## config.mk

```make
export PLATFORM = sky130hd
export DESIGN_NAME = gcb_div45
export DESIGN_NICKNAME = d
export VERILOG_FILES = /design/src/sv/gcb_pkg.sv /design/src/sv/gcb_div45.sv
export SDC_FILE = /design/constraint.sdc
export NUM_CORES = 1
export LEC_CHECK = 0
export BUFFER_PORTS_ARGS = -buffer_cell sky130_fd_sc_hd__clkbuf_2
export CAP_MARGIN = 20
export CORE_MARGIN = 4
export CORE_UTILIZATION = 40
export CTS_BUF_LIST = sky130_fd_sc_hd__clkbuf_16
export CTS_CLUSTER_DIAMETER = 80
export DETAILED_ROUTE_END_ITERATION = 8
export SLEW_MARGIN = 20
export SYNTH_ARGS = -nofsm -noshare
export SYNTH_HDL_FRONTEND = slang
export SYNTH_SLANG_ARGS = --single-unit
```

## constraint.sdc

```tcl
create_clock -name clk_i -period 8 [get_ports clk_i]
set_input_delay 2.4 -clock clk_i [delete_from_list [all_inputs] [get_ports clk_i]]
set_output_delay 2.4 -clock clk_i [all_outputs]
set_load 0.01 [all_outputs]
```

## src/sv/gcb_pkg.sv

```systemverilog
`default_nettype none
package gcb_pkg;

  localparam int CORDIC_STEPS = 30;
  localparam int TURN_W       = 32;
  localparam int M_W          = 40;
  localparam int DIGIT_W      = 8;
  localparam int REM_W        = 6;
  localparam int XY_W         = 34;
  localparam int V_W          = 36;

  localparam int DIV_LAT  = M_W / DIGIT_W;
  localparam int SC_LAT   = CORDIC_STEPS + 2;
  localparam int MIX_LAT  = 2;
  localparam int AT_LAT   = CORDIC_STEPS + 2;
  localparam int PIPE_DEPTH = 1 + DIV_LAT + SC_LAT + MIX_LAT + AT_LAT + 1;

  // 45 * 2^33 keeps the dividend positive, plus 22 for round half up
  localparam logic [M_W-1:0] ROUND_BIAS = 40'd386547056662;
  localparam logic [14:0] RECIP45 = 15'd23302;
  localparam logic [13:0] DIV_BASE = 14'd45;

  localparam logic signed [XY_W-1:0] CORDIC_GAIN = 34'sd652032874;
  localparam logic signed [XY_W-1:0] UNIT_Q30    = 34'sd1073741824;
  localparam logic [TURN_W-1:0]      HALF_TURN   = 32'h8000_0000;
  localparam logic [5:0]             DEG_SCALE   = 6'd45;
  localparam logic [29:0]            PI_Q28_UP   = 30'd843314857;

  localparam logic [TURN_W-1:0] ATAN_TURNS [CORDIC_STEPS] = '{
    32'h20000000, 32'h12E4051E, 32'h09FB385B, 32'h051111D4, 32'h028B0D43,
    32'h0145D7E1, 32'h00A2F61E, 32'h00517C55, 32'h0028BE53, 32'h00145F2F,
    32'h000A2F98, 32'h000517CC, 32'h00028BE6, 32'h000145F3, 32'h0000A2FA,
    32'h0000517D, 32'h000028BE, 32'h0000145F, 32'h00000A30, 32'h00000518,
    32'h0000028C, 32'h00000146, 32'h000000A3, 32'h00000051, 32'h00000029,
    32'h00000014, 32'h0000000A, 32'h00000005, 32'h00000003, 32'h00000001
  };

  typedef struct packed {
    logic [DIGIT_W-1:0] quo;
    logic [REM_W-1:0]   rem;
  } div_step_t;

  // one base-256 digit of a division by 45
  function automatic div_step_t div45_step(input logic [REM_W-1:0] rem,
                                           input logic [DIGIT_W-1:0] digit);
    logic [13:0] v;
    logic [28:0] p;
    div_step_t   r;
    v = {rem, digit};
    p = 29'(v) * 29'(RECIP45);
    r.quo = p[27:20];
    r.rem = REM_W'(v - 14'(r.quo) * DIV_BASE);
    return r;
  endfunction

endpackage
`default_nettype wire

```

## src/sv/gcb_div45.sv

```systemverilog
`default_nettype none
module gcb_div45 (
  input  logic                        clk_i,
  input  logic                        en_i,
  input  logic [gcb_pkg::M_W-1:0]     m_i,
  output logic [gcb_pkg::TURN_W-1:0]  turn_o
);

  localparam int MW     = gcb_pkg::M_W;
  localparam int DW     = gcb_pkg::DIGIT_W;
  localparam int TW     = gcb_pkg::TURN_W;
  localparam int Digits = gcb_pkg::DIV_LAT;

  logic [MW-1:0]               m_q   [Digits-1];
  logic [gcb_pkg::REM_W-1:0]   rem_q [Digits-1];
  logic [TW-1:0]               quo_q [Digits];

  for (genvar j = 0; j < Digits; j++) begin : g_dig
    logic [MW-1:0]             m_src;
    logic [gcb_pkg::REM_W-1:0] rem_src;
    logic [TW-1:0]             quo_src;
    gcb_pkg::div_step_t        st;

    if (j == 0) begin : g_first
      assign m_src   = m_i;
      assign rem_src = '0;
      assign quo_src = '0;
    end else begin : g_next
      assign m_src   = m_q[j-1];
      assign rem_src = rem_q[j-1];
      assign quo_src = quo_q[j-1];
    end

    assign st = gcb_pkg::div45_step(rem_src, m_src[MW-1-DW*j -: DW]);

    always_ff @(posedge clk_i) begin
      if (en_i) begin
        quo_q[j] <= {quo_src[TW-DW-1:0], st.quo};
      end
    end

    if (j < Digits - 1) begin : g_carry
      always_ff @(posedge clk_i) begin
        if (en_i) begin
          m_q[j]   <= m_src;
          rem_q[j] <= st.rem;
        end
      end
    end
  end

  assign turn_o = quo_q[Digits-1];

endmodule
`default_nettype wire

```

# After elaboration in Yosys (flattened, before gate mapping)
# Memories as Yosys holds them, arrays and structs flattened.
# Index checks and enable logic that the tools add are counted.
dict set report classes {
  n_addsub 4
  multipliers 9
  n_mux 2
}
# cell count
set op_table {}
lappend op_table {{multiplier 14 x 14 -> 27 bit, second input constant} 4}
lappend op_table {{multiplier 8 x 6 -> 6 bit, second input constant} 3}
lappend op_table {{subtractor 6 bit} 4}
lappend op_table {{multiplier 8 x 14 -> 22 bit, second input constant} 1}
lappend op_table {{multiplier 3 x 6 -> 6 bit, second input constant} 1}
lappend op_table {{2-to-1 mux 1 bit} 2}
dict set report word_totals {
  ff_bits 0
  mem_bits_rw 344
  inputBits 42
  out_inout_bits 32
  wordCells 18
  n_memories 3
}
# name words width read_ports rd_ports_with_merged_regs wr line
set mem_list {}
lappend mem_list {m_q 4 40 4 0 4 gcb_div45.sv:14} ;# logic [MW-1:0] m_q [Digits-1];
lappend mem_list {quo_q 5 32 5 0 5 gcb_div45.sv:16} ;# logic [TW-1:0] quo_q [Digits];
lappend mem_list {rem_q 4 6 4 0 4 gcb_div45.sv:15} ;# logic [gcb_pkg::REM_W-1:0] rem_q [Digits-1];

# Logic depth before layout (Yosys ltp)
# Gate-level depths: netlist of the first run.
# An unclocked memory read counts as a cell.
dict set report depth {
  depth_word 4
  mapped_depth 29
  depth_no_buf 29
}

# Least setup slack after synthesis of the first run
# Ideal clock, no wire load.
dict set report synth_path {
  path_type {input-to-reg}
  from {input m_i[38] (netlist bit)}
  to {memory rem_q[0][5] (netlist bit) (data pin)}
  setup_time_ns 0.262
  arrival_ns 7.477
  required_time_ns 7.738
  setup_slack_ns 0.261
  stages 25
  path_buffers 0
  path_cell_list {inv_1 ha_1 inv_1 fa_1 inv_1 fa_1 inv_1 fa_1 ha_1 a2111oi_0 nand2_1 a21oi_1 a21oi_1 a21oi_1 inv_1 a21oi_1 xnor2_1 ha_1 fa_1 inv_1 ha_1 nor2_1 nor4b_1 nor3_1 xnor2_1}
}
# item line
set synth_lines {}
lappend synth_lines {{from (decl)} gcb_div45.sv:5} ;# input logic [gcb_pkg::M_W-1:0] m_i,
lappend synth_lines {{to (decl)} gcb_div45.sv:15}

==> flow_summary.json, run 1 <==
{
  "worst_r2r_endpoint": "rem_q[3][5]",
  "final_nets": 2572,
  "worstSetupPathType": "register to register",
  "routed_wl_um": 36000,
  "cp_max_fo": 5,
  "grt_pass1_wl_um": 61500,
  "fin_crit_sh_pct": 95.8,
  "numPortBuffers": 73,
  "mostFrequentLayoutCell": "ha_1",
  "cts_max_level": 4,
  "synth_area_per_cell_um2": 11.7,
  "drtIter0Drc": 386,
  "io_pins": 74,
  "use_met3_pct": 2.62,
  "root_buffer": "clkbuf_16",
  "n_fill_cell": 4588,
  "drt-wirelength-per-cell_um": 14.4,
  "multi_input_area_mm2": 0.0128,
  "die_h_um": 231,
  "drc": 0,
  "cts_num_sinks": 184,
  "gp_congestion": 0.892,
  "drv_slew": 0,
  "clock.fmax_ghz": 0.130,
  "ys_ff_latch": 184,
  "drv_cap": 0,
  "synth.net_count": 2447,
  "period_minus_slack_ps": 7660,
  "grt_overflow": 0,
  "met1_usage_pct": 17.1,
  "regArea_mm2": 0.00553,
  "syn_inst": 1705,
  "vias": 11800,
  "grt_usage_pct": 14.3,
  "rows": 81,
  "grt_max_degree": 78,
  "outcome": "finished, final reports clean",
  "fin_util_pct": 44.9,
  "fin_worst_skew_ps": 12.5,
  "place.detailed.hpwl_um": 30800,
  "synth_area_leader_cell": "ha_1",
  "top_usage_layer": "met2",
  "setup_viol": 0,
  "slowest_delay_ps": 530,
  "dieArea_mm2": 0.0536,
  "grt_pass1_vias": 12800,
  "worstHoldEndpoint": "quo_q[3][15]",
  "max_slew.worst_pin.slew_ps": 748,
  "yosysTopAreaCellShare_pct": 31.9,
  "hp-start": "quo_q[2][7]",
  "startpoint": "rem_q[2][0]",
  "core_mm2": 0.0492,
  "synth-edff-count": 184,
  "rr_worst_depth": 29,
  "end_kind": "register",
  "max-slew-margin-rel_pct": 50.1,
  "yosys_warnings": 0,
  "numCtsBuffers": 17,
  "ys_seq_area_share_pct": 27.7,
  "clk_path_buf_depth": 2,
  "ys_types": 55,
  "clkTransAtPathRegs_ps": 80,
  "hold_viol": 0,
  "fin_cells": 2507,
  "clkLatencyLatePin_ps": 490,
  "critical_path_arrival_ps": 7900,
  "dp_cells": 2471,
  "drt-vias-per-instance": 4.71,
  "diodes": 0,
  "crit_top_cell": "ha_1",
  "antenna_left": 0,
  "area_delta_synth_final_pct": 10.4,
  "start_kind": "register",
  "hold_class": "register to register",
  "start_util_pct": 40.6,
  "drt-pass1-iter-count": 4,
  "synth_area_leaders": "ha_1 (32%), edfxtp_1 (28%), fa_1 (19%), inv_1 (8.4%), xnor2_1 (3.6%)",
  "antenna_found_initial": 0,
  "slowest_stage": "fa_1",
  "async_flop_share_pct": 0,
  "rrSetupSlack_ps": 340,
  "required_ps": 8240,
  "r2r_start": "rem_q[2][0]",
  "synth_flop_cell": "edfxtp_1",
  "drive_above_1_share_pct": 8.41,
  "cts_tree": "built",
  "syn_area_mm2": 0.0200,
  "holdPathStages": 0,
  "fp.dieW_um": 231,
  "use_met2_pct": 26.1,
  "final_cell_mix": "ha_1 (510), inv_1 (446), fa_1 (190)"
}
## kinds of logic after synthesis
family | synth area share [%]
simple gates | 2.73
buf+inv | 8.51
mux | 0.0564
flops | 27.7
xor+xnor | 4.82
compound gates | 5.22
fa+ha+maj | 51.0
## critical path: cells and delay by family (launching register included)
kind | cells | cell delay (ps)
adder cells (fa/ha/maj) | 12 | 4330
buffers and inverters | 5 | 260
AO/OA/AOI/OAI | 5 | 1240
flip-flops | 1 | 490
AND/OR/NAND/NOR | 3 | 540
XOR/XNOR | 4 | 540
## worst max-delay path by stage
| stage | to | cells past startpoint |
|---|---|---|
| floorplan | rem_q[0][5] | 25 |
| finish | rem_q[3][5] | 29 |
| CTS | rem_q[3][5] | 29 |
| global placement | rem_q[0][5] | 26 |
| global route | rem_q[0][5] | 26 |
| detailed placement | rem_q[0][5] | 26 |
## cells in the mapped netlist (all sizes together), types with 2 or more instances
cell and count:
a2111oi 5, a211oi 8, a21o 19, a21oi 47
a221o 3, a31oi 5, and2 7, and3 8
edfxtp 184, fa 190, ha 510, inv 446
nand2 17, nand2b 4, nand3 9, nand3b 2
nand4 7, nor2 30, nor3 15, o2111a 2
o2111ai 3, o211ai 9, o21a 3, o21ai 27
o21ba 2, o21bai 11, or2b 2, xnor2 81
xor2 29
## final cells by class
class                      instances  area share [%]
clock buffer                      17            1.93
clock inverter                    15           0.925
inverter                         446            7.59
multi-input combinational       1073            57.9
sequential                       184            25.0
tap                              664            3.77
timing repair buffer             108            2.89
## flip-flops by register name (all words and copies together) (netlist names)
register	cells
m_q	80
rem_q	24
quo_q	80
## metrics by stage
| step | TNS, ps | area, µm² | setup slack [ps] | hold WS (ps) |
|---|---|---|---|---|
| floorplan | 0 | 20000 | 261 | 400 |
| global placement | 0 | 21400 | 5.08 | 400 |
| detailed placement | -176 | 21400 | -176 | 405 |
| CTS | 0 | 22000 | 277 | 416 |
| global route | -7.08 | 22100 | -7.08 | 416 |
| finish | 0 | 22100 | 337 | 415 |
## routing by layer
layer / wire length (µm) / vias to the layer above
met5: 0 / -
met4: 786 / 0
met2: 18700 / 98
met3: 828 / 51
met1: 15800 / 5738
li1: - / 5927
## repair_timing
| item | 4_1_cts | 5_1_grt |
|---|---|---|
| hold buffers | 0 | 0 |
| setup buffers | 0 | 4 |
| endpoints found under the setup margin | 0 | 3 |
| gates resized for setup | 0 | 5 |
Power of run 1 is not shown: default switching activity piles up to over one toggle a cycle in this logic, so the estimate is an artifact.
==> inputs of run 2 (changes only) <==
--- a/config.mk
+++ b/config.mk
@@ -6,12 +6,12 @@
 export NUM_CORES = 1
 export LEC_CHECK = 0
 export BUFFER_PORTS_ARGS = -buffer_cell sky130_fd_sc_hd__clkbuf_2
-export CAP_MARGIN = 20
 export CORE_MARGIN = 4
 export CORE_UTILIZATION = 40
 export CTS_BUF_LIST = sky130_fd_sc_hd__clkbuf_16
 export CTS_CLUSTER_DIAMETER = 80
 export DETAILED_ROUTE_END_ITERATION = 8
+export PLACE_DENSITY_LB_ADDON = 0.08
 export SLEW_MARGIN = 20
 export SYNTH_ARGS = -nofsm -noshare
 export SYNTH_HDL_FRONTEND = slang
==> flow_summary.json, run 2 (synthesis results as in run 1) <==
{
  "grt_max_degree": 106,
  "numCtsBuffers": 17,
  "routed_wl_um": 37000,
  "die_h_um": 231,
  "grt_pass1_vias": 12400,
  "drv_cap": 0,
  "fin_crit_sh_pct": 95.7,
  "max-slew-margin-rel_pct": 33.9,
  "period_minus_slack_ps": 7660,
  "antenna_left": 0,
  "drive_above_1_share_pct": 8.70,
  "clock.fmax_ghz": 0.131,
  "critPathTopFamily": "adder cells",
  "reg_top3": "m_q: 80 flops, quo_q: 80 flops, rem_q: 24 flops",
  "mostFrequentLayoutCell": "ha_1",
  "critPathBufInv": 3,
  "fin_worst_skew_ps": 14.5,
  "numPortBuffers": 73,
  "cts_max_level": 4,
  "end_kind": "register",
  "worstSetupPathType": "register to register",
  "drt-vias-per-instance": 4.61,
  "critical_path_arrival_ps": 7880,
  "root_buffer": "clkbuf_16",
  "gp_congestion": 0.835,
  "outcome": "finished, final reports clean",
  "rsz0062_at_grt": "no",
  "io_pins": 74,
  "slowest_delay_ps": 540,
  "drt-wirelength-per-cell_um": 14.7,
  "grt_overflow": 0,
  "cp_max_fo": 5,
  "setup_viol": 0,
  "setup_tns_ps": 0,
  "max_slew.worst_pin.slew_ps": 992,
  "fp.dieW_um": 231,
  "drt-pass1-iter-count": 6,
  "place.detailed.hpwl_um": 31400,
  "dieArea_mm2": 0.0536,
  "clkTransAtPathRegs_ps": 80,
  "cts_tree": "built",
  "core_mm2": 0.0492,
  "hold_buffers": 0,
  "drc": 0,
  "clkLatencyLatePin_ps": 490,
  "start_util_pct": 40.6,
  "placed_cell_area_mm2": 0.0214,
  "rows": 81,
  "drtIter0Drc": 270,
  "final_nets": 2579,
  "clk_path_buf_depth": 2,
  "grt_pass1_wl_um": 62200,
  "hold_viol": 0,
  "drv_slew": 0,
  "antenna_found_initial": 2,
  "vias": 11600,
  "n_fill_cell": 4577,
  "area_delta_synth_final_pct": 10.7,
  "stdcell_area_mm2": 0.0221,
  "slowest_stage": "edfxtp_1",
  "hold_class": "register to register",
  "final_cell_mix": "ha_1 (510), inv_1 (446), fa_1 (190)",
  "grt_usage_pct": 14.7,
  "fin_util_pct": 45.0,
  "cts_num_sinks": 184,
  "start_kind": "register",
  "crit_top_cell": "ha_1",
  "required_ps": 8220
}
## run 2: cell type report
| class | instances | area (µm²) | area share, % |
|---|---|---|---|
| repair buffers | 115 | 689 | 3.12 |
| well taps | 664 | 831 | 3.76 |
| flip-flops and latches | 184 | 5530 | 25.0 |
| clock inverters | 15 | 206 | 0.934 |
| clock buffers | 17 | 425 | 1.92 |
| diodes | 1 | 2.50 | 0.0113 |
| multi-input cells | 1073 | 12800 | 57.7 |
| inverters | 446 | 1670 | 7.57 |
## run 2: final timing paths
| path | from | end | slack, ps | cells after the start |
|---|---|---|---|---|
| hold reg to reg | m_q[0][6] | m_q[1][6] | 410 | 0 |
| hold / removal | m_q[0][6] | m_q[1][6] | 410 | 0 |
| setup reg to reg | m_q[2][15] | rem_q[3][5] | 340 | 27 |
| setup / recovery | m_q[2][15] | rem_q[3][5] | 340 | 27 |
## run 2: what timing repair did
item                                    4_1_cts  5_1_grt
resized for setup                             0        4
endpoints found under the setup margin        0        3
buffers inserted                              0        9
## run 2: through the flow
stage	worst slack [ps]	instances	hold WS [ps]
final	345	2515	411
after global placement	-8.40	2473	401
after global routing	8.06	2514	424
after detailed placement	-79.5	2473	405
after floorplan	261	1705	400
after CTS	208	2505	410
## run 2: layer usage
layer	routed length (µm)	share of wire [%]	track usage [%]	vias up
met5	13	0.035	0	-
met4	513	1.4	3.46	2
met3	933	2.5	3.43	32
met2	17800	48	24.9	74
met1	17700	48	19.3	5533
li1	-	-	-	5942
Power of run 2 is left out for the same reason.
==> inputs of run 3 (changes only) <==
--- a/config.mk
+++ b/config.mk
@@ -7,7 +7,7 @@
 export LEC_CHECK = 0
 export BUFFER_PORTS_ARGS = -buffer_cell sky130_fd_sc_hd__clkbuf_2
 export CORE_MARGIN = 4
-export CORE_UTILIZATION = 40
+export CORE_UTILIZATION = 30
 export CTS_BUF_LIST = sky130_fd_sc_hd__clkbuf_16
 export CTS_CLUSTER_DIAMETER = 80
 export DETAILED_ROUTE_END_ITERATION = 8
==> flow_summary.json, run 3 (synthesis results as in run 1) <==
{
  "outcome": "finished, final reports clean",
  "area_delta_synth_final_pct": 12.2,
  "final_cell_mix": "ha_1 (509), inv_1 (446), fa_1 (190)",
  "grt_pass1_vias": 12800,
  "core_mm2": 0.0659,
  "regArea_mm2": 0.00553,
  "critical_path_arrival_ps": 7850,
  "numPortBuffers": 73,
  "numCtsBuffers": 17,
  "start_kind": "register",
  "grt_pass1_wl_um": 67600,
  "max_slew.worst_pin.slew_ps": 721,
  "multi_input_area_mm2": 0.0128,
  "antenna_found_initial": 0,
  "slowest_delay_ps": 530,
  "drt-vias-per-instance": 4.29,
  "end_kind": "register",
  "n_fill_cell": 6635,
  "clkLatencyLatePin_ps": 490,
  "required_ps": 8220,
  "rows": 94,
  "gp_congestion": 0.808,
  "grt_overflow": 0,
  "worstSetupPathType": "register to register",
  "mostFrequentLayoutCell": "ha_1",
  "dieArea_mm2": 0.0708,
  "drt-pass1-iter-count": 4,
  "fin_crit_sh_pct": 95.3,
  "cts_tree": "built",
  "antenna_left": 0,
  "fp.dieW_um": 266,
  "stdcell_area_mm2": 0.0224,
  "clk_path_buf_depth": 2,
  "drive_above_1_share_pct": 9.21,
  "grt_usage_pct": 12.1,
  "reg_top3": "m_q: 80 flops, quo_q: 80 flops, rem_q: 24 flops",
  "grt_max_degree": 115,
  "die_h_um": 266,
  "placed_cell_area_mm2": 0.0217,
  "drtIter0Drc": 372,
  "final_nets": 2585,
  "drt-wirelength-per-cell_um": 14.9,
  "drv_slew": 0,
  "hold_class": "register to register",
  "cp_max_fo": 5,
  "drc": 0,
  "start_util_pct": 30.3,
  "root_buffer": "clkbuf_16",
  "place.detailed.hpwl_um": 34100,
  "hold_viol": 0,
  "io_pins": 74,
  "fin_worst_skew_ps": 19.8,
  "drv_cap": 0,
  "cts_max_level": 4,
  "crit_top_cell": "ha_1",
  "clkTransAtPathRegs_ps": 80,
  "rsz0062_at_grt": "no",
  "critPathTopFamily": "adder cells",
  "setup_viol": 0,
  "clock.fmax_ghz": 0.131,
  "cts_num_sinks": 184,
  "vias": 11700,
  "slowest_stage": "fa_1",
  "routed_wl_um": 40400,
  "period_minus_slack_ps": 7620,
  "critPathBufInv": 2,
  "diodes": 0,
  "hold_buffers": 0,
  "max-slew-margin-rel_pct": 51.9
}
-- run 3: path summary, 6_finish.rpt --
path | from | endpoint | slack [ps] | cells past startpoint
worst min-delay path | m_q[0][7] | m_q[1][7] | 410 | 0
worst max register to register | m_q[2][8] | rem_q[3][5] | 380 | 28
worst min register to register | m_q[0][7] | m_q[1][7] | 410 | 0
worst max-delay path | m_q[2][8] | rem_q[3][5] | 380 | 28
-- run 3: area by class of cell --
cell class / count / area share (%)
clock buffer: 17 / 1.90
clock inverter: 15 / 0.787
inverter: 446 / 7.47
multi-input combinational: 1073 / 57.0
sequential: 184 / 24.7
tap: 864 / 4.82
timing repair buffer: 121 / 3.34
-- run 3: timing repair --
| item | 4_1_cts | 5_1_grt |
|---|---|---|
| buffers inserted | 0 | 7 |
| endpoints found under the setup margin | 0 | 3 |
| gates resized for setup | 0 | 7 |
| hold endpoints to repair | 0 | 0 |
-- run 3: metrics by stage --
stage	cells	setup TNS, ps	hold WS (ps)	utilization [%]	worst slack (ps)
final	2720	0	413	34.0	375
after global routing	2720	0	423	34.0	5.25
after CTS	2713	0	411	33.9	104
after detailed placement	2681	-196	406	33.0	-196
after global placement	2681	-46.4	401	33.0	-46.4
after floorplan	1705	0	400	-	261
-- run 3: layer usage --
layer	part of all wire, %	up-vias	GRT usage, %
met3	2.1	21	2.17
met4	0.97	0	2.47
met5	0	-	0
li1	-	5954	-
met1	47	5603	16.0
met2	49	83	20.9
Power of run 3 is left out for the same reason.
